## config.mk

```make
export PLATFORM = sky130hd
export DESIGN_NAME = median5_jump_reject_filter_flat
export DESIGN_NICKNAME = d
export VERILOG_FILES = /design/src/design/m5jr_pkg.sv /design/src/design/m5jr_in_if.sv /design/src/design/m5jr_out_if.sv /design/src/design/m5jr_cfg_if.sv /design/src/design/m5jr_cell.sv /design/src/design/m5jr_median.sv /design/src/design/median5_jump_reject_filter.sv /design/src/flat_wrapper.sv
export SDC_FILE = /design/constraint.sdc
export NUM_CORES = 1
export LEC_CHECK = 0
export BUFFER_PORTS_ARGS = -buffer_cell sky130_fd_sc_hd__buf_4
export CAP_MARGIN = 20
export CELL_PAD_IN_SITES_DETAIL_PLACEMENT = 1
export CELL_PAD_IN_SITES_GLOBAL_PLACEMENT = 2
export CORE_MARGIN = 2
export CORE_UTILIZATION = 38
export CTS_CLUSTER_SIZE = 16
export DETAILED_ROUTE_END_ITERATION = 8
export GPL_TIMING_DRIVEN = 0
export PLACE_DENSITY_LB_ADDON = 0.1
export SLEW_MARGIN = 5
export SYNTH_ARGS = -nofsm -noshare
export SYNTH_HDL_FRONTEND = slang
export SYNTH_SLANG_ARGS = --single-unit
```

## constraint.sdc

```tcl
create_clock -name clk_i -period 5.8 [get_ports clk_i]
set_input_delay 0 -clock clk_i [delete_from_list [all_inputs] [get_ports clk_i]]
set_output_delay 0 -clock clk_i [all_outputs]
set_load 0.005 [all_outputs]
```

## src/design/m5jr_pkg.sv

```systemverilog
// Shared constants for the median-of-five jump-reject filter.
`default_nettype none
package m5jr_pkg;

  // Converter word width (default for the top-level parameter)
  localparam int unsigned SAMPLE_BITS = 24;
  // Jump limit register width and reset value
  localparam int unsigned JUMP_BITS   = 24;
  localparam logic [JUMP_BITS-1:0] JUMP_RESET = JUMP_BITS'(150000);
  // Samples per group, and how many of them are held in the cell chain
  localparam int unsigned GROUP_LEN   = 5;
  localparam int unsigned STORE_DEPTH = GROUP_LEN - 1;
  localparam int unsigned CNT_W       = 3;

endpackage
`default_nettype wire

```

## src/design/m5jr_in_if.sv

```systemverilog
// Input channel: one converter word or timeout flag per transaction.
`default_nettype none
interface m5jr_in_if
  import m5jr_pkg::*;
#(
  parameter int unsigned SampleBits = SAMPLE_BITS
);
  logic                  valid;
  logic                  ready;
  logic [SampleBits-1:0] raw_word;
  logic                  timed_out;

  modport source (output valid, output raw_word, output timed_out, input ready);
  modport sink   (input valid, input raw_word, input timed_out, output ready);
endinterface
`default_nettype wire

```

## src/design/m5jr_out_if.sv

```systemverilog
// Output channel: one filtered value per transaction.
`default_nettype none
interface m5jr_out_if
  import m5jr_pkg::*;
#(
  parameter int unsigned SampleBits = SAMPLE_BITS
);
  logic                      valid;
  logic                      ready;
  logic signed [SampleBits:0] filtered_value;

  modport source (output valid, output filtered_value, input ready);
  modport sink   (input valid, input filtered_value, output ready);
endinterface
`default_nettype wire

```

## src/design/m5jr_cfg_if.sv

```systemverilog
// Configuration write channel carrying the jump limit.
`default_nettype none
interface m5jr_cfg_if
  import m5jr_pkg::*;
();
  logic                 valid;
  logic                 ready;
  logic [JUMP_BITS-1:0] jump_limit;

  modport source (output valid, output jump_limit, input ready);
  modport sink   (input valid, input jump_limit, output ready);
endinterface
`default_nettype wire

```

## src/design/m5jr_cell.sv

```systemverilog
// One sample cell of the holding chain: loads from its neighbor on shift.
`default_nettype none
module m5jr_cell
  import m5jr_pkg::*;
#(
  parameter int unsigned SampleBits = SAMPLE_BITS
) (
  input  wire logic                      clk_i,
  input  wire logic                      shift_i,
  input  wire logic signed [SampleBits:0] d_i,
  output logic signed [SampleBits:0]      q_o
);

  logic signed [SampleBits:0] smp_q;

  // Take the neighbor's sample on every shift
  always_ff @(posedge clk_i) begin
    if (shift_i) begin
      smp_q <= d_i;
    end
  end

  assign q_o = smp_q;

endmodule
`default_nettype wire

```

## src/design/m5jr_median.sv

```systemverilog
// Rank-based median of five signed samples.
`default_nettype none
module m5jr_median
  import m5jr_pkg::*;
#(
  parameter int unsigned SampleBits = SAMPLE_BITS
) (
  input  wire logic signed [SampleBits:0] smp_i [GROUP_LEN],
  output logic signed [SampleBits:0]      med_o
);

  logic [GROUP_LEN-1:0] lt [GROUP_LEN];
  logic [2:0]           n_lt [GROUP_LEN];
  logic [2:0]           n_le [GROUP_LEN];
  logic [GROUP_LEN-1:0] hit;

  // Compare every pair in parallel
  always_comb begin
    for (int i = 0; i < GROUP_LEN; i++) begin
      for (int j = 0; j < GROUP_LEN; j++) begin
        lt[i][j] = smp_i[i] < smp_i[j];
      end
    end
  end

  // Count, for each sample, how many others lie below it or at most equal
  always_comb begin
    for (int i = 0; i < GROUP_LEN; i++) begin
      n_lt[i] = '0;
      n_le[i] = '0;
      for (int j = 0; j < GROUP_LEN; j++) begin
        if (j != i) begin
          n_lt[i] = n_lt[i] + 3'(lt[j][i]);
          n_le[i] = n_le[i] + 3'(!lt[i][j]);
        end
      end
      // Middle rank: fewer than three below, at least two others not above
      hit[i] = (n_lt[i] <= 3'd2) && (n_le[i] >= 3'd2);
    end
  end

  // Pick the first sample that holds the middle rank
  always_comb begin
    med_o = smp_i[0];
    for (int i = GROUP_LEN - 1; i >= 0; i--) begin
      if (hit[i]) begin
        med_o = smp_i[i];
      end
    end
  end

endmodule
`default_nettype wire

```

## src/design/median5_jump_reject_filter.sv

```systemverilog
// Median-of-five load-cell filter with jump rejection: top level.
//
// Usage:
//   in_i   : one transaction per conversion, raw_word (two's complement) or
//            timed_out, which turns the sample into the -2^SampleBits sentinel.
//   out_o  : one transaction per group of five inputs, the median of the
//            group, or the previous output if the median jumped by more than
//            jump_limit from a nonzero previous output.
//   cfg_i  : writes jump_limit; always ready. Write only while idle.
// Throughput: one input transaction per cycle while in_i.ready is high. The
//   first four samples of a group shift through a four-cell chain; the fifth
//   captures the group. After the fifth input is taken, the result passes the
//   group register, the median register, then the output register with the
//   jump check in front of it.
// Reset: clears the group count, previous output and pipeline valids, and
//   loads jump_limit with 150000.
// Stall: a held result backs up the median and group stages; inputs keep
//   flowing until a fifth sample finds the group stage still occupied.
`default_nettype none
module median5_jump_reject_filter
  import m5jr_pkg::*;
#(
  parameter int unsigned SampleBits = SAMPLE_BITS
) (
  input  wire logic   clk_i,
  input  wire logic   rst_ni,
  m5jr_in_if.sink     in_i,
  m5jr_out_if.source  out_o,
  m5jr_cfg_if.sink    cfg_i
);

  localparam int unsigned SW    = SampleBits + 1;
  localparam int unsigned DW    = SampleBits + 2;
  localparam int unsigned CMP_W = (DW > JUMP_BITS) ? DW : JUMP_BITS;

  logic [JUMP_BITS-1:0] jump_limit_q;
  logic [CNT_W-1:0]     cnt_q, cnt_d;
  logic signed [SW-1:0] smp;
  logic signed [SW-1:0] chain [STORE_DEPTH+1];
  logic signed [SW-1:0] grp_q [GROUP_LEN];
  logic signed [SW-1:0] med, med_q, prev_q, res;
  logic grp_vld_q, med_vld_q, out_vld_q;
  logic in_acc, fifth, shift;
  logic out_free, med_adv, med_free, grp_adv, grp_free;
  logic signed [DW-1:0] diff;
  logic [DW-1:0]        diff_abs;
  logic                 keep_prev;

  // Configuration register
  assign cfg_i.ready = 1'b1;
  always_ff @(posedge clk_i or negedge rst_ni) begin
    if (!rst_ni) begin
      jump_limit_q <= JUMP_RESET;
    end else if (cfg_i.valid) begin
      jump_limit_q <= cfg_i.jump_limit;
    end
  end

  // Form the sample: sentinel on timeout, else sign-extend
  always_comb begin
    if (in_i.timed_out) begin
      smp = {1'b1, {SampleBits{1'b0}}};
    end else begin
      smp = {in_i.raw_word[SampleBits-1], in_i.raw_word};
    end
  end

  // Stage handshake: each stage advances when the next one frees up
  assign out_free = !out_vld_q || out_o.ready;
  assign med_adv  = med_vld_q && out_free;
  assign med_free = !med_vld_q || med_adv;
  assign grp_adv  = grp_vld_q && med_free;
  assign grp_free = !grp_vld_q || grp_adv;

  assign fifth      = (cnt_q >= CNT_W'(STORE_DEPTH));
  assign in_i.ready = !fifth || grp_free;
  assign in_acc     = in_i.valid && in_i.ready;
  assign shift      = in_acc && !fifth;
  assign cnt_d      = fifth ? '0 : cnt_q + 1'b1;

  // Group count
  always_ff @(posedge clk_i or negedge rst_ni) begin
    if (!rst_ni) begin
      cnt_q <= '0;
    end else if (in_acc) begin
      cnt_q <= cnt_d;
    end
  end

  // Hold the first four samples of a group in a shifting chain of cells
  assign chain[0] = smp;
  for (genvar k = 0; k < STORE_DEPTH; k++) begin : g_cell
    m5jr_cell #(
      .SampleBits(SampleBits)
    ) u_cell (
      .clk_i  (clk_i),
      .shift_i(shift),
      .d_i    (chain[k]),
      .q_o    (chain[k+1])
    );
  end

  // Capture the whole group on the fifth sample
  always_ff @(posedge clk_i or negedge rst_ni) begin
    if (!rst_ni) begin
      grp_vld_q <= 1'b0;
    end else if (in_acc && fifth) begin
      grp_vld_q <= 1'b1;
    end else if (grp_adv) begin
      grp_vld_q <= 1'b0;
    end
  end

  always_ff @(posedge clk_i) begin
    if (in_acc && fifth) begin
      grp_q[0] <= smp;
      for (int k = 1; k < GROUP_LEN; k++) begin
        grp_q[k] <= chain[k];
      end
    end
  end

  m5jr_median #(
    .SampleBits(SampleBits)
  ) u_median (
    .smp_i(grp_q),
    .med_o(med)
  );

  // Median register
  always_ff @(posedge clk_i or negedge rst_ni) begin
    if (!rst_ni) begin
      med_vld_q <= 1'b0;
    end else if (grp_adv) begin
      med_vld_q <= 1'b1;
    end else if (med_adv) begin
      med_vld_q <= 1'b0;
    end
  end

  always_ff @(posedge clk_i) begin
    if (grp_adv) begin
      med_q <= med;
    end
  end

  // Jump check against the previous output in wide arithmetic
  assign diff      = DW'(med_q) - DW'(prev_q);
  assign diff_abs  = diff[DW-1] ? DW'(-diff) : DW'(diff);
  assign keep_prev = (prev_q != '0) &&
                     (CMP_W'(diff_abs) > CMP_W'(jump_limit_q));
  assign res       = keep_prev ? prev_q : med_q;

  // Output register and previous output
  always_ff @(posedge clk_i or negedge rst_ni) begin
    if (!rst_ni) begin
      out_vld_q <= 1'b0;
      prev_q    <= '0;
    end else begin
      if (med_adv) begin
        out_vld_q <= 1'b1;
        prev_q    <= res;
      end else if (out_o.ready) begin
        out_vld_q <= 1'b0;
      end
    end
  end

  assign out_o.valid          = out_vld_q;
  assign out_o.filtered_value = prev_q;

  // The group count never passes the fifth sample
  a_cnt_range: assert property (@(posedge clk_i) disable iff (!rst_ni)
    cnt_q <= CNT_W'(STORE_DEPTH))
    else $error("group count out of range");

  // A fifth sample always fills the group stage
  a_grp_fill: assert property (@(posedge clk_i) disable iff (!rst_ni)
    (in_acc && fifth) |=> grp_vld_q)
    else $error("group not captured");

  // A stalled result holds its value
  a_out_hold: assert property (@(posedge clk_i) disable iff (!rst_ni)
    (out_vld_q && !out_o.ready) |=> (out_vld_q && $stable(prev_q)))
    else $error("stalled result changed");

endmodule
`default_nettype wire

```

## src/flat_wrapper.sv

```systemverilog
// flat-port wrapper written by rule: the top's interface ports become plain ports
module median5_jump_reject_filter_flat import m5jr_pkg::*;
#(
  parameter int unsigned SampleBits = SAMPLE_BITS
)
  (clk_i, rst_ni, in_i_valid, in_i_raw_word, in_i_timed_out, in_i_ready, out_o_valid, out_o_filtered_value, out_o_ready, cfg_i_valid, cfg_i_jump_limit, cfg_i_ready);
  m5jr_in_if #(.SampleBits(SampleBits)) in_i_i ();
  m5jr_out_if #(.SampleBits(SampleBits)) out_o_i ();
  m5jr_cfg_if cfg_i_i ();
  input  wire logic clk_i;
  input  wire logic rst_ni;
  input wire logic [$bits(in_i_i.valid)-1:0] in_i_valid;
  input wire logic [$bits(in_i_i.raw_word)-1:0] in_i_raw_word;
  input wire logic [$bits(in_i_i.timed_out)-1:0] in_i_timed_out;
  output wire logic [$bits(in_i_i.ready)-1:0] in_i_ready;
  output wire logic [$bits(out_o_i.valid)-1:0] out_o_valid;
  output wire logic [$bits(out_o_i.filtered_value)-1:0] out_o_filtered_value;
  input wire logic [$bits(out_o_i.ready)-1:0] out_o_ready;
  input wire logic [$bits(cfg_i_i.valid)-1:0] cfg_i_valid;
  input wire logic [$bits(cfg_i_i.jump_limit)-1:0] cfg_i_jump_limit;
  output wire logic [$bits(cfg_i_i.ready)-1:0] cfg_i_ready;
  assign in_i_i.valid = in_i_valid;
  assign in_i_i.raw_word = in_i_raw_word;
  assign in_i_i.timed_out = in_i_timed_out;
  assign in_i_ready = in_i_i.ready;
  assign out_o_valid = out_o_i.valid;
  assign out_o_filtered_value = out_o_i.filtered_value;
  assign out_o_i.ready = out_o_ready;
  assign cfg_i_i.valid = cfg_i_valid;
  assign cfg_i_i.jump_limit = cfg_i_jump_limit;
  assign cfg_i_ready = cfg_i_i.ready;
  median5_jump_reject_filter #(.SampleBits(SampleBits)) u_core (.clk_i(clk_i), .rst_ni(rst_ni), .in_i(in_i_i), .out_o(out_o_i), .cfg_i(cfg_i_i));
endmodule
```

==> impl_results.html, run 1 <==
<table>
<tr><th>Metric</th><th>Value</th></tr>
<tr><th colspan="2">Status</th></tr>
<tr><td>Status</td><td>complete, no violations</td></tr>
<tr><th colspan="2">Setup path</th></tr>
<tr><td>Endpoint class of the critical path</td><td>flop</td></tr>
<tr><td>Series of cell instances along the critical path</td><td>ha_1 -&gt; nor2b_1 -&gt; o21a_1 -&gt; o21a_1 -&gt; o21a_1 -&gt; o21a_1 -&gt; o21ai_0 -&gt; a21oi_1 -&gt; o41ai_2 -&gt; a31oi_2 -&gt; o21ai_2 -&gt; fa_1 -&gt; ha_1 -&gt; ha_1 -&gt; a21oi_4 -&gt; nor2b_1 -&gt; inv_2 -&gt; o22ai_4 -&gt; or2_4 -&gt; clkbuf_4 -&gt; o31a_1</td></tr>
<tr><td>Crit path launch type</td><td>flop</td></tr>
<tr><td>Worst path most repeated cell</td><td>o21a_1</td></tr>
<tr><td>Worst-path fanout max</td><td>10</td></tr>
<tr><td>Critical path data required time</td><td>6.07 ns</td></tr>
<tr><td>Top delay family on crit path</td><td>compound AO/OA/AOI/OAI gates</td></tr>
<tr><td>Worst setup path class</td><td>reg2reg</td></tr>
<tr><td>Worst path max stage delay</td><td>0.50 ns</td></tr>
<tr><td>Arr. time, crit path</td><td>5.86 ns</td></tr>
<tr><td>Cell depth of the worst flop-to-flop path</td><td>21</td></tr>
<tr><td>Number of stages on the worst setup path</td><td>21</td></tr>
<tr><td>CP max stage cell</td><td>edfxtp_1</td></tr>
<tr><td>Buffers plus inverters on the worst setup path</td><td>2</td></tr>
<tr><th colspan="2">Placed design</th></tr>
<tr><td>Count of input and output buffers</td><td>approximately 80</td></tr>
<tr><td>Final estimated routing congestion in global placement</td><td>0.887</td></tr>
<tr><td>Detail Placement HPWL</td><td>53800 um</td></tr>
<tr><th colspan="2">STA</th></tr>
<tr><td>Final Max Slew Viols</td><td>0</td></tr>
<tr><td>Max-Slew Margin vs Limit</td><td>41.5%</td></tr>
<tr><td>Final-layout worst hold slack</td><td>0.0328 ns</td></tr>
<tr><td>Minimum clock period after layout</td><td>5.59 ns</td></tr>
<tr><td>Setup Viol. Count Final</td><td>0</td></tr>
<tr><td>Count of final hold-check violations</td><td>0</td></tr>
<tr><td>Worst-Margin Slew</td><td>0.869 ns</td></tr>
<tr><td>Final clock period utilization by the worst path</td><td>96.4%</td></tr>
<tr><td>Fin Clk Skew</td><td>0.0185 ns</td></tr>
<tr><td>Highest attainable clock frequency</td><td>between 0.15 and 0.2 GHz</td></tr>
<tr><th colspan="2">Min path</th></tr>
<tr><td>Min-Delay Path Class</td><td>in2async</td></tr>
<tr><th colspan="2">Logic synthesis</th></tr>
<tr><td>Synth Area in Adders</td><td>20.1%</td></tr>
<tr><td>Total of flip-flops plus latches after synthesis</td><td>305</td></tr>
<tr><td>Yosys warning count</td><td>0</td></tr>
<tr><td>Leading post-synthesis cells by cell area</td><td>edfxtp_1 36%, ha_1 19%, dfrtp_1 5.6%</td></tr>
<tr><td>Share of the synthesized area in the top cell type</td><td>approximately 36%</td></tr>
<tr><td>Xor/xnor share of the synthesized area</td><td>1.43%</td></tr>
<tr><td>Number of flops mapped to enable cells by yosys</td><td>250</td></tr>
<tr><td>Cell area after synthesis</td><td>20900 um^2</td></tr>
<tr><td>Combinational family with the most area after synthesis</td><td>adder cells</td></tr>
<tr><td>Mux share of post-synthesis cell area</td><td>between 1.5 and 2%</td></tr>
<tr><td>Mean post-synth cell area</td><td>roughly 11 um^2</td></tr>
<tr><td>Complex-gate fraction of the synthesized area</td><td>18.2%</td></tr>
<tr><td>Post-synthesis share of cell area spent on and, or, nand and nor gates</td><td>between 10% and 20%</td></tr>
<tr><td>Library cell with the largest summed area after synthesis</td><td>edfxtp_1</td></tr>
<tr><td>Post-Synthesis Cells</td><td>1970</td></tr>
<tr><td>Number of distinct library cell variants in the gate-level netlist after synthesis</td><td>86</td></tr>
<tr><td>Synth Flop Type</td><td>edfxtp_1</td></tr>
<tr><td>Sequential-to-total area share from yosys stat</td><td>between 40% and 50%</td></tr>
<tr><td>Synth Net Count</td><td>2352</td></tr>
<tr><td>Post-synth ARST share</td><td>18.0%</td></tr>
<tr><th colspan="2">Drt</th></tr>
<tr><td>Antenna viol nets, final</td><td>0</td></tr>
<tr><td>Via density per instance</td><td>5.59</td></tr>
<tr><td>Number of detailed-route iterations in the first pass</td><td>5</td></tr>
<tr><td>Total number of vias</td><td>16300</td></tr>
<tr><td>Residual DRC count</td><td>0</td></tr>
<tr><td>Routed wire per std cell</td><td>23.5 um</td></tr>
<tr><td>Total detailed-routing wirelength</td><td>roughly 70000 um</td></tr>
<tr><td>First DRT Iteration DRCs</td><td>roughly 820</td></tr>
<tr><th colspan="2">Finish</th></tr>
<tr><td>Leading cell types in the layout, fill and taps excluded</td><td>313 x ha_1, 250 x edfxtp_1, 191 x inv_1</td></tr>
<tr><td>Number of diodes added for antenna fixing</td><td>0</td></tr>
<tr><td>Proportion of layout cells with a drive suffix above 1</td><td>15.4%</td></tr>
<tr><td>Number of nets in the final layout</td><td>2580</td></tr>
<tr><td>Area Growth Syn to Fin</td><td>20.8%</td></tr>
<tr><td>Most common cell after layout, fill and taps aside</td><td>ha_1</td></tr>
<tr><th colspan="2">GRT</th></tr>
<tr><td>First-pass GRT wire length</td><td>104000 um</td></tr>
<tr><td>Largest net degree at the start of global routing</td><td>between 60 and 70</td></tr>
<tr><td>Via count of the first global-routing pass</td><td>17500</td></tr>
<tr><td>GRT Overall Usage</td><td>24.3%</td></tr>
<tr><td>Antenna violations before repair</td><td>7</td></tr>
<tr><td>Overflow left after global routing</td><td>0</td></tr>
<tr><th colspan="2">Clock network</th></tr>
<tr><td>Buffer depth of the longest clock path</td><td>3</td></tr>
<tr><td>H-Tree Depth</td><td>2</td></tr>
<tr><td>Inserted Clock Buffers</td><td>37</td></tr>
<tr><td>CTS tree</td><td>built</td></tr>
<tr><td>Count of clock tree sinks</td><td>305</td></tr>
<tr><td>Root Buffer Master</td><td>clkbuf_16</td></tr>
<tr><td>Clock Pin Slew Worst Setup and Hold Paths</td><td>0.06 ns</td></tr>
<tr><td>Clock latency reported for the late side of the worst-skew pair</td><td>0.56 ns</td></tr>
<tr><th colspan="2">Die</th></tr>
<tr><td>Die area</td><td>56800 um^2</td></tr>
<tr><td>Effective utilization at floorplan</td><td>38.6%</td></tr>
<tr><td>Floorplan row count</td><td>85</td></tr>
<tr><td>Die width</td><td>about 240 um</td></tr>
<tr><td>Area of the placeable core</td><td>between 50000 and 60000 um^2</td></tr>
<tr><td>Number of top-level pins</td><td>82</td></tr>
<tr><td>Height of the die</td><td>238 um</td></tr>
<tr><th colspan="2">Run</th></tr>
<tr><td>Max_cap viols</td><td>0</td></tr>
</table>
-- logic make-up (layout without fill, tap and decap cells) --
family,Yosys count,after routing
compound gates,558,558
simple gates,464,464
fa+ha+maj,328,328
flops,305,305
buf+inv,248,503
xor+xnor,34,34
mux,32,32
other cells,1,1
-- synth_stat cells, drive strengths merged (6+ instances only) --
| cell type | number |
|---|---|
| a211oi | 16 |
| o31a | 26 |
| inv | 193 |
| fa | 11 |
| a21oi | 165 |
| dfrtp | 47 |
| o21a | 37 |
| o211ai | 35 |
| xor2 | 10 |
| and4 | 6 |
| a21o | 76 |
| dfstp | 8 |
| xnor2 | 24 |
| nand4 | 61 |
| a31oi | 9 |
| nor2 | 113 |
| or2 | 12 |
| and3 | 7 |
| mux2i | 29 |
| o21ai | 102 |
| nor4 | 16 |
| nor2b | 56 |
| a2bb2oi | 27 |
| nand2b | 18 |
| clkbuf | 50 |
| or3 | 11 |
| edfxtp | 250 |
| and2 | 9 |
| nand2 | 106 |
| nand3 | 14 |
| ha | 317 |
| nor3 | 19 |
-- repair_timing --
action	in CTS	in global routing
gates resized for setup	66	102
hold buffers	69	0
endpoints found under the setup margin	50	50
gates cloned	0	0
hold endpoints to repair	149	0
setup buffers	14	27
pin swaps	9	37
-- metal layers --
metal | share of wire (%) | vias to the layer above | track usage (%)
met5 | 0.054 | - | 0
met4 | 3.3 | 6 | 7.97
met3 | 3.7 | 115 | 3.49
met2 | 50 | 300 | 43.1
met1 | 43 | 8097 | 30.4
li1 | - | 7797 | -
-- sequential cells by signal (all words and copies together), names as in the netlist --
signal	flops
u_core.grp_vld_q	1
u_core.g_cell.u_cell.q_o	100
u_core.jump_limit_q	24
u_core.grp_q	125
u_core.out_o.filtered_value	25
u_core.out_o.valid	1
u_core.med_vld_q	1
u_core.med_q	25
u_core.cnt_q	3
-- path summary, 6_finish.rpt --
path,start,to,slack (ns)
max reg2reg,u_core.grp_q[26]$_DFFE_PP_,u_core.med_q[16]$_DFFE_PP_,0.21
min reg2reg,u_core.g_cell[3].u_cell.q_o[23]$_DFFE_PP_,u_core.grp_q[23]$_DFFE_PP_,0.41
max in group asynchronous,rst_ni,u_core.out_o.filtered_value[1]$_DFFE_PN0P_,5.21
min in group clk_i,cfg_i_valid,u_core.jump_limit_q[16]$_DFFE_PN0P_,0.17
max,u_core.grp_q[26]$_DFFE_PP_,u_core.med_q[16]$_DFFE_PP_,0.21
min,rst_ni,u_core.out_o.filtered_value[20]$_DFFE_PN0P_,0.03
-- final cells by class --
type | count | area (um^2)
fillers | 5878 | 28800
multi-input cells | 1417 | 11500
flip-flops and latches | 305 | 8900
repair buffers | 195 | 1750
clock buffers | 51 | 1030
well taps | 696 | 871
inverters | 193 | 724
plain buffers | 49 | 297
clock inverters | 15 | 129
-- per-stage QoR --
| stage | setup WS (ns) | cell area [um^2] | utilization [%] | std cells | setup TNS (ns) |
|---|---|---|---|---|---|
| floorplan | 0.166 | 20900 | - | 1970 | 0 |
| global placement | -2.24 | 22300 | 41.3 | 2745 | -239.30 |
| detailed placement | -1.04 | 22500 | 41.6 | 2750 | -40.78 |
| CTS | 0.00865 | 24600 | 45.6 | 2897 | 0 |
| global route | -0.0494 | 25200 | 46.6 | 2921 | -0.490 |
| finish | 0.211 | 25200 | 46.6 | 2921 | 0 |
Power of run 1 is left out: the tool's default activity adds up to more than one toggle a clock period on the data nets, which glitch-free logic cannot reach.
==> run 2, diff against run 1 <==
--- a/config.mk
+++ b/config.mk
@@ -10,11 +10,12 @@
 export CELL_PAD_IN_SITES_DETAIL_PLACEMENT = 1
 export CELL_PAD_IN_SITES_GLOBAL_PLACEMENT = 2
 export CORE_MARGIN = 2
-export CORE_UTILIZATION = 38
+export CORE_UTILIZATION = 45
 export CTS_CLUSTER_SIZE = 16
 export DETAILED_ROUTE_END_ITERATION = 8
 export GPL_TIMING_DRIVEN = 0
 export PLACE_DENSITY_LB_ADDON = 0.1
+export RECOVER_POWER = 25
 export SLEW_MARGIN = 5
 export SYNTH_ARGS = -nofsm -noshare
 export SYNTH_HDL_FRONTEND = slang
==> constraint.sdc (replaced) <==
create_clock -name clk_i -period 6.5 [get_ports clk_i]
set_input_delay 0 -clock clk_i [delete_from_list [all_inputs] [get_ports clk_i]]
set_output_delay 0 -clock clk_i [all_outputs]
set_load 0.005 [all_outputs]
==> impl_results.html, run 2 (synthesis gave the netlist of run 1 again) <==
<table>
<tr><th>Metric</th><th>Value</th></tr>
<tr><th colspan="2">Finish</th></tr>
<tr><td>Number of nets in the final layout</td><td>2546 (-1.3%)</td></tr>
<tr><td>Register with the most flip-flops</td><td>u_core.grp_q</td></tr>
<tr><td>Most common cell after layout, fill and taps aside</td><td>ha_1</td></tr>
<tr><td>Proportion of layout cells with a drive suffix above 1</td><td>10.2% (-5.2 points)</td></tr>
<tr><td>Leading cell types in the layout, fill and taps excluded</td><td>317 x ha_1, 250 x edfxtp_1, 193 x inv_1</td></tr>
<tr><td>Fill cell instance count of the final layout</td><td>4988 (-15%)</td></tr>
<tr><td>Area Growth Syn to Fin</td><td>16.5%</td></tr>
<tr><td>Largest register FFs</td><td>125 (unchanged)</td></tr>
<tr><th colspan="2">Setup path</th></tr>
<tr><td>Arr. time, crit path</td><td>6.62 ns (+0.76 ns)</td></tr>
<tr><td>Minimum setup slack among reg-to-reg paths</td><td>0.17 ns (-0.04 ns)</td></tr>
<tr><td>Top delay family on crit path</td><td>compound AO/OA/AOI/OAI gates</td></tr>
<tr><td>Worst path most repeated cell</td><td>o21a_1</td></tr>
<tr><td>Worst-path fanout max</td><td>10 (unchanged)</td></tr>
<tr><td>Series of cell instances along the critical path</td><td>inv_1 -&gt; ha_1 -&gt; nor2b_1 -&gt; o21a_1 -&gt; o21a_1 -&gt; o21a_1 -&gt; o21a_1 -&gt; o21a_1 -&gt; o21a_1 -&gt; o21bai_1 -&gt; a31oi_1 -&gt; o221a_2 -&gt; fa_1 -&gt; ha_1 -&gt; ha_1 -&gt; nor3b_1 -&gt; o21ai_0 -&gt; a211oi_4 -&gt; clkbuf_2 -&gt; mux2i_1 -&gt; nor2_1 -&gt; o31a_1</td></tr>
<tr><td>Worst path max stage delay</td><td>0.65 ns (+0.15 ns)</td></tr>
<tr><td>Worst setup path class</td><td>reg2reg</td></tr>
<tr><td>Buffers plus inverters on the worst setup path</td><td>2 (unchanged)</td></tr>
<tr><td>CP max stage cell</td><td>a211oi_4</td></tr>
<tr><td>Cell depth of the worst flop-to-flop path</td><td>22 (+4.8%)</td></tr>
<tr><td>Crit path launch type</td><td>flop</td></tr>
<tr><td>Critical path data required time</td><td>6.79 ns (+0.72 ns)</td></tr>
<tr><td>Reg-to-Reg Start</td><td>u_core.grp_q[26]$_DFFE_PP_</td></tr>
<tr><td>Endpoint of the worst register-to-register path</td><td>u_core.med_q[5]$_DFFE_PP_</td></tr>
<tr><td>Endpoint class of the critical path</td><td>flop</td></tr>
<tr><th colspan="2">STA</th></tr>
<tr><td>Highest attainable clock frequency</td><td>0.158 GHz (-12%)</td></tr>
<tr><td>Fin Clk Skew</td><td>0.0261 ns (+0.00765 ns)</td></tr>
<tr><td>Slack of the critical path</td><td>0.168 ns (-0.0426 ns)</td></tr>
<tr><td>Setup repair after global routing missed its margin</td><td>true</td></tr>
<tr><td>Count of final hold-check violations</td><td>0 (unchanged)</td></tr>
<tr><td>Minimum clock period after layout</td><td>6.33 ns (+0.743 ns)</td></tr>
<tr><td>Worst-Margin Slew</td><td>3.15 ns (+2.28 ns)</td></tr>
<tr><td>Setup Viol. Count Final</td><td>0 (unchanged)</td></tr>
<tr><td>Max-Slew Margin vs Limit</td><td>-110% (-150 points)</td></tr>
<tr><td>Final-layout worst hold slack</td><td>0.147 ns (+0.115 ns)</td></tr>
<tr><td>Final clock period utilization by the worst path</td><td>97.4% (+1.0 points)</td></tr>
<tr><td>Final Max Slew Viols</td><td>56 (+56)</td></tr>
<tr><th colspan="2">Clock network</th></tr>
<tr><td>H-Tree Depth</td><td>2 (unchanged)</td></tr>
<tr><td>Clock Pin Slew Worst Setup and Hold Paths</td><td>0.06 ns (about the same)</td></tr>
<tr><td>Root Buffer Master</td><td>clkbuf_16</td></tr>
<tr><td>CTS tree</td><td>built</td></tr>
<tr><td>Count of clock tree sinks</td><td>305 (unchanged)</td></tr>
<tr><td>Inserted Clock Buffers</td><td>34 (-8.1%)</td></tr>
<tr><td>Clock latency reported for the late side of the worst-skew pair</td><td>0.57 ns (about the same)</td></tr>
<tr><td>Buffer depth of the longest clock path</td><td>3 (unchanged)</td></tr>
<tr><th colspan="2">Die</th></tr>
<tr><td>Die width</td><td>219 um (-8.0%)</td></tr>
<tr><td>Area of the placeable core</td><td>45600 um^2 (-16%)</td></tr>
<tr><td>Die area</td><td>48100 um^2 (-15%)</td></tr>
<tr><td>Number of top-level pins</td><td>82 (unchanged)</td></tr>
<tr><td>Height of the die</td><td>219 um (-8.0%)</td></tr>
<tr><td>Floorplan row count</td><td>78 (-8.2%)</td></tr>
<tr><td>Effective utilization at floorplan</td><td>45.8% (+7.2 points)</td></tr>
<tr><th colspan="2">Min path</th></tr>
<tr><td>End of the worst hold path</td><td>u_core.jump_limit_q[14]$_DFFE_PN1P_</td></tr>
<tr><td>Min-Delay Path Class</td><td>in2reg</td></tr>
<tr><td>Instance count along the most critical hold path</td><td>4</td></tr>
<tr><td>Hold Crit Start</td><td>cfg_i_valid</td></tr>
<tr><th colspan="2">Placed design</th></tr>
<tr><td>Count of input and output buffers</td><td>79 (unchanged)</td></tr>
<tr><td>Detail Placement HPWL</td><td>51900 um (-3.7%)</td></tr>
<tr><td>Final estimated routing congestion in global placement</td><td>0.914 (+3.1%)</td></tr>
<tr><td>DP Worst Slack</td><td>-0.587 ns (+0.455 ns)</td></tr>
<tr><th colspan="2">Drt</th></tr>
<tr><td>Residual DRC count</td><td>0 (unchanged)</td></tr>
<tr><td>Met3 wire length</td><td>2140 um (-15%)</td></tr>
<tr><td>Wire length the detailed router placed on met1</td><td>29100 um (-2.1%)</td></tr>
<tr><td>Uppermost layer routed</td><td>met4</td></tr>
<tr><td>Total number of vias</td><td>16300 (-0.061%)</td></tr>
<tr><td>Antenna viol nets, final</td><td>0 (unchanged)</td></tr>
<tr><td>First DRT Iteration DRCs</td><td>947 (+15%)</td></tr>
<tr><td>Total detailed-routing wirelength</td><td>66200 um (-3.4%)</td></tr>
<tr><td>Via density per instance</td><td>5.84 (+4.6%)</td></tr>
<tr><td>Number of detailed-route iterations in the first pass</td><td>5 (unchanged)</td></tr>
<tr><td>Metal2 WL</td><td>32800 um (-3.7%)</td></tr>
<tr><td>Routed wire per std cell</td><td>23.7 um (+1.1%)</td></tr>
<tr><th colspan="2">Run</th></tr>
<tr><td>Max_cap viols</td><td>1 (+1)</td></tr>
<tr><th colspan="2">GRT</th></tr>
<tr><td>First-pass GRT wire length</td><td>102000 um (-2.1%)</td></tr>
<tr><td>GRT Overall Usage</td><td>28.0% (+3.7 points)</td></tr>
<tr><td>Overflow left after global routing</td><td>0 (unchanged)</td></tr>
<tr><td>Largest net degree at the start of global routing</td><td>68 (+3.0%)</td></tr>
<tr><td>Antenna violations before repair</td><td>2 (-5)</td></tr>
<tr><td>Via count of the first global-routing pass</td><td>17300 (-1.1%)</td></tr>
<tr><th colspan="2">Status</th></tr>
<tr><td>Status</td><td>complete, but fails checks</td></tr>
<tr><td>Violated checks</td><td>max-capacitance violations, max-slew violations</td></tr>
</table>
## run 2: cell count changes in the layout (fill, tap and decap cells not counted), moves of 6 or more
cell | previous run | this run
a21oi_1 | 155 | 163
a21oi_2 | 8 | 2
buf_4 | 121 | 83
clkbuf_1 | 28 | 50
clkbuf_2 | 15 | 9
clkbuf_4 | 7 | 0
o21ai_0 | 84 | 95
o21ai_1 | 12 | 6
## run 2: repair_timing
action                                  CTS  global route
endpoints found under the hold margin   146             0
gates resized for setup                  15            18
cloned                                    0             0
hold buffers                             69             0
endpoints found under the setup margin   30            45
pin swaps                                 0             3
setup buffers                             0             5
## run 2: tightest hold or removal path, stage by stage
cell and delay (ns):
clkbuf_1 0.24, clkbuf_1 0.29, nand2_1 0.10, o21ai_0 0.07
## run 2: worst max-delay path by stage
| stage | from | end | cells after the start |
|---|---|---|---|
| 2_1_floorplan | u_core.cnt_q[2]$_DFFE_PN0P_ | u_core.cnt_q[0]$_DFFE_PN0P_ | 2 |
| 3_3_place_gp | u_core.cnt_q[2]$_DFFE_PN0P_ | u_core.cnt_q[0]$_DFFE_PN0P_ | 2 |
| 3_5_place_dp | u_core.grp_q[101]$_DFFE_PP_ | u_core.med_q[9]$_DFFE_PP_ | 23 |
| 4_1_cts | u_core.out_o.filtered_value[0]$_DFFE_PN0P_ | u_core.out_o.filtered_value[16]$_DFFE_PN0P_ | 23 |
| 5_1_grt | u_core.out_o.filtered_value[8]$_DFFE_PN0P_ | u_core.out_o.filtered_value[19]$_DFFE_PN0P_ | 24 |
| 6_report | u_core.grp_q[26]$_DFFE_PP_ | u_core.med_q[5]$_DFFE_PP_ | 22 |
## run 2: metrics by stage
stage / util (%) / cell area (um^2) / TNS [ns] / std cells
2_1_floorplan: - / 20900 / 0 / 1970
4_1_cts: 53.1 / 24200 / 0 / 2784
3_5_place_dp: 49.0 / 22300 / -10.63 / 2654
6_report: 53.3 / 24300 / 0 / 2791
3_3_place_gp: 48.7 / 22200 / -125.25 / 2649
5_1_grt: 53.3 / 24300 / -0.0301 / 2790
## run 2: layer usage
layer / vias up / GRT usage [%]
li1: 7735 / -
met5: - / 0
met2: 310 / 49.3
met4: 0 / 9.91
met1: 8149 / 35.7
met3: 111 / 2.88
## run 2: cell type report
class	instances	area, um^2	share of cell area, %
repair buffers	159	1460	5.99
multi-input cells	1417	11100	45.8
flip-flops and latches	305	8890	36.6
plain buffers	54	241	0.994
well taps	600	751	3.09
inverters	193	724	2.98
diodes	1	2.50	0.0103
clock buffers	42	881	3.63
clock inverters	20	220	0.906
Power of run 2 is left out for the same reason.
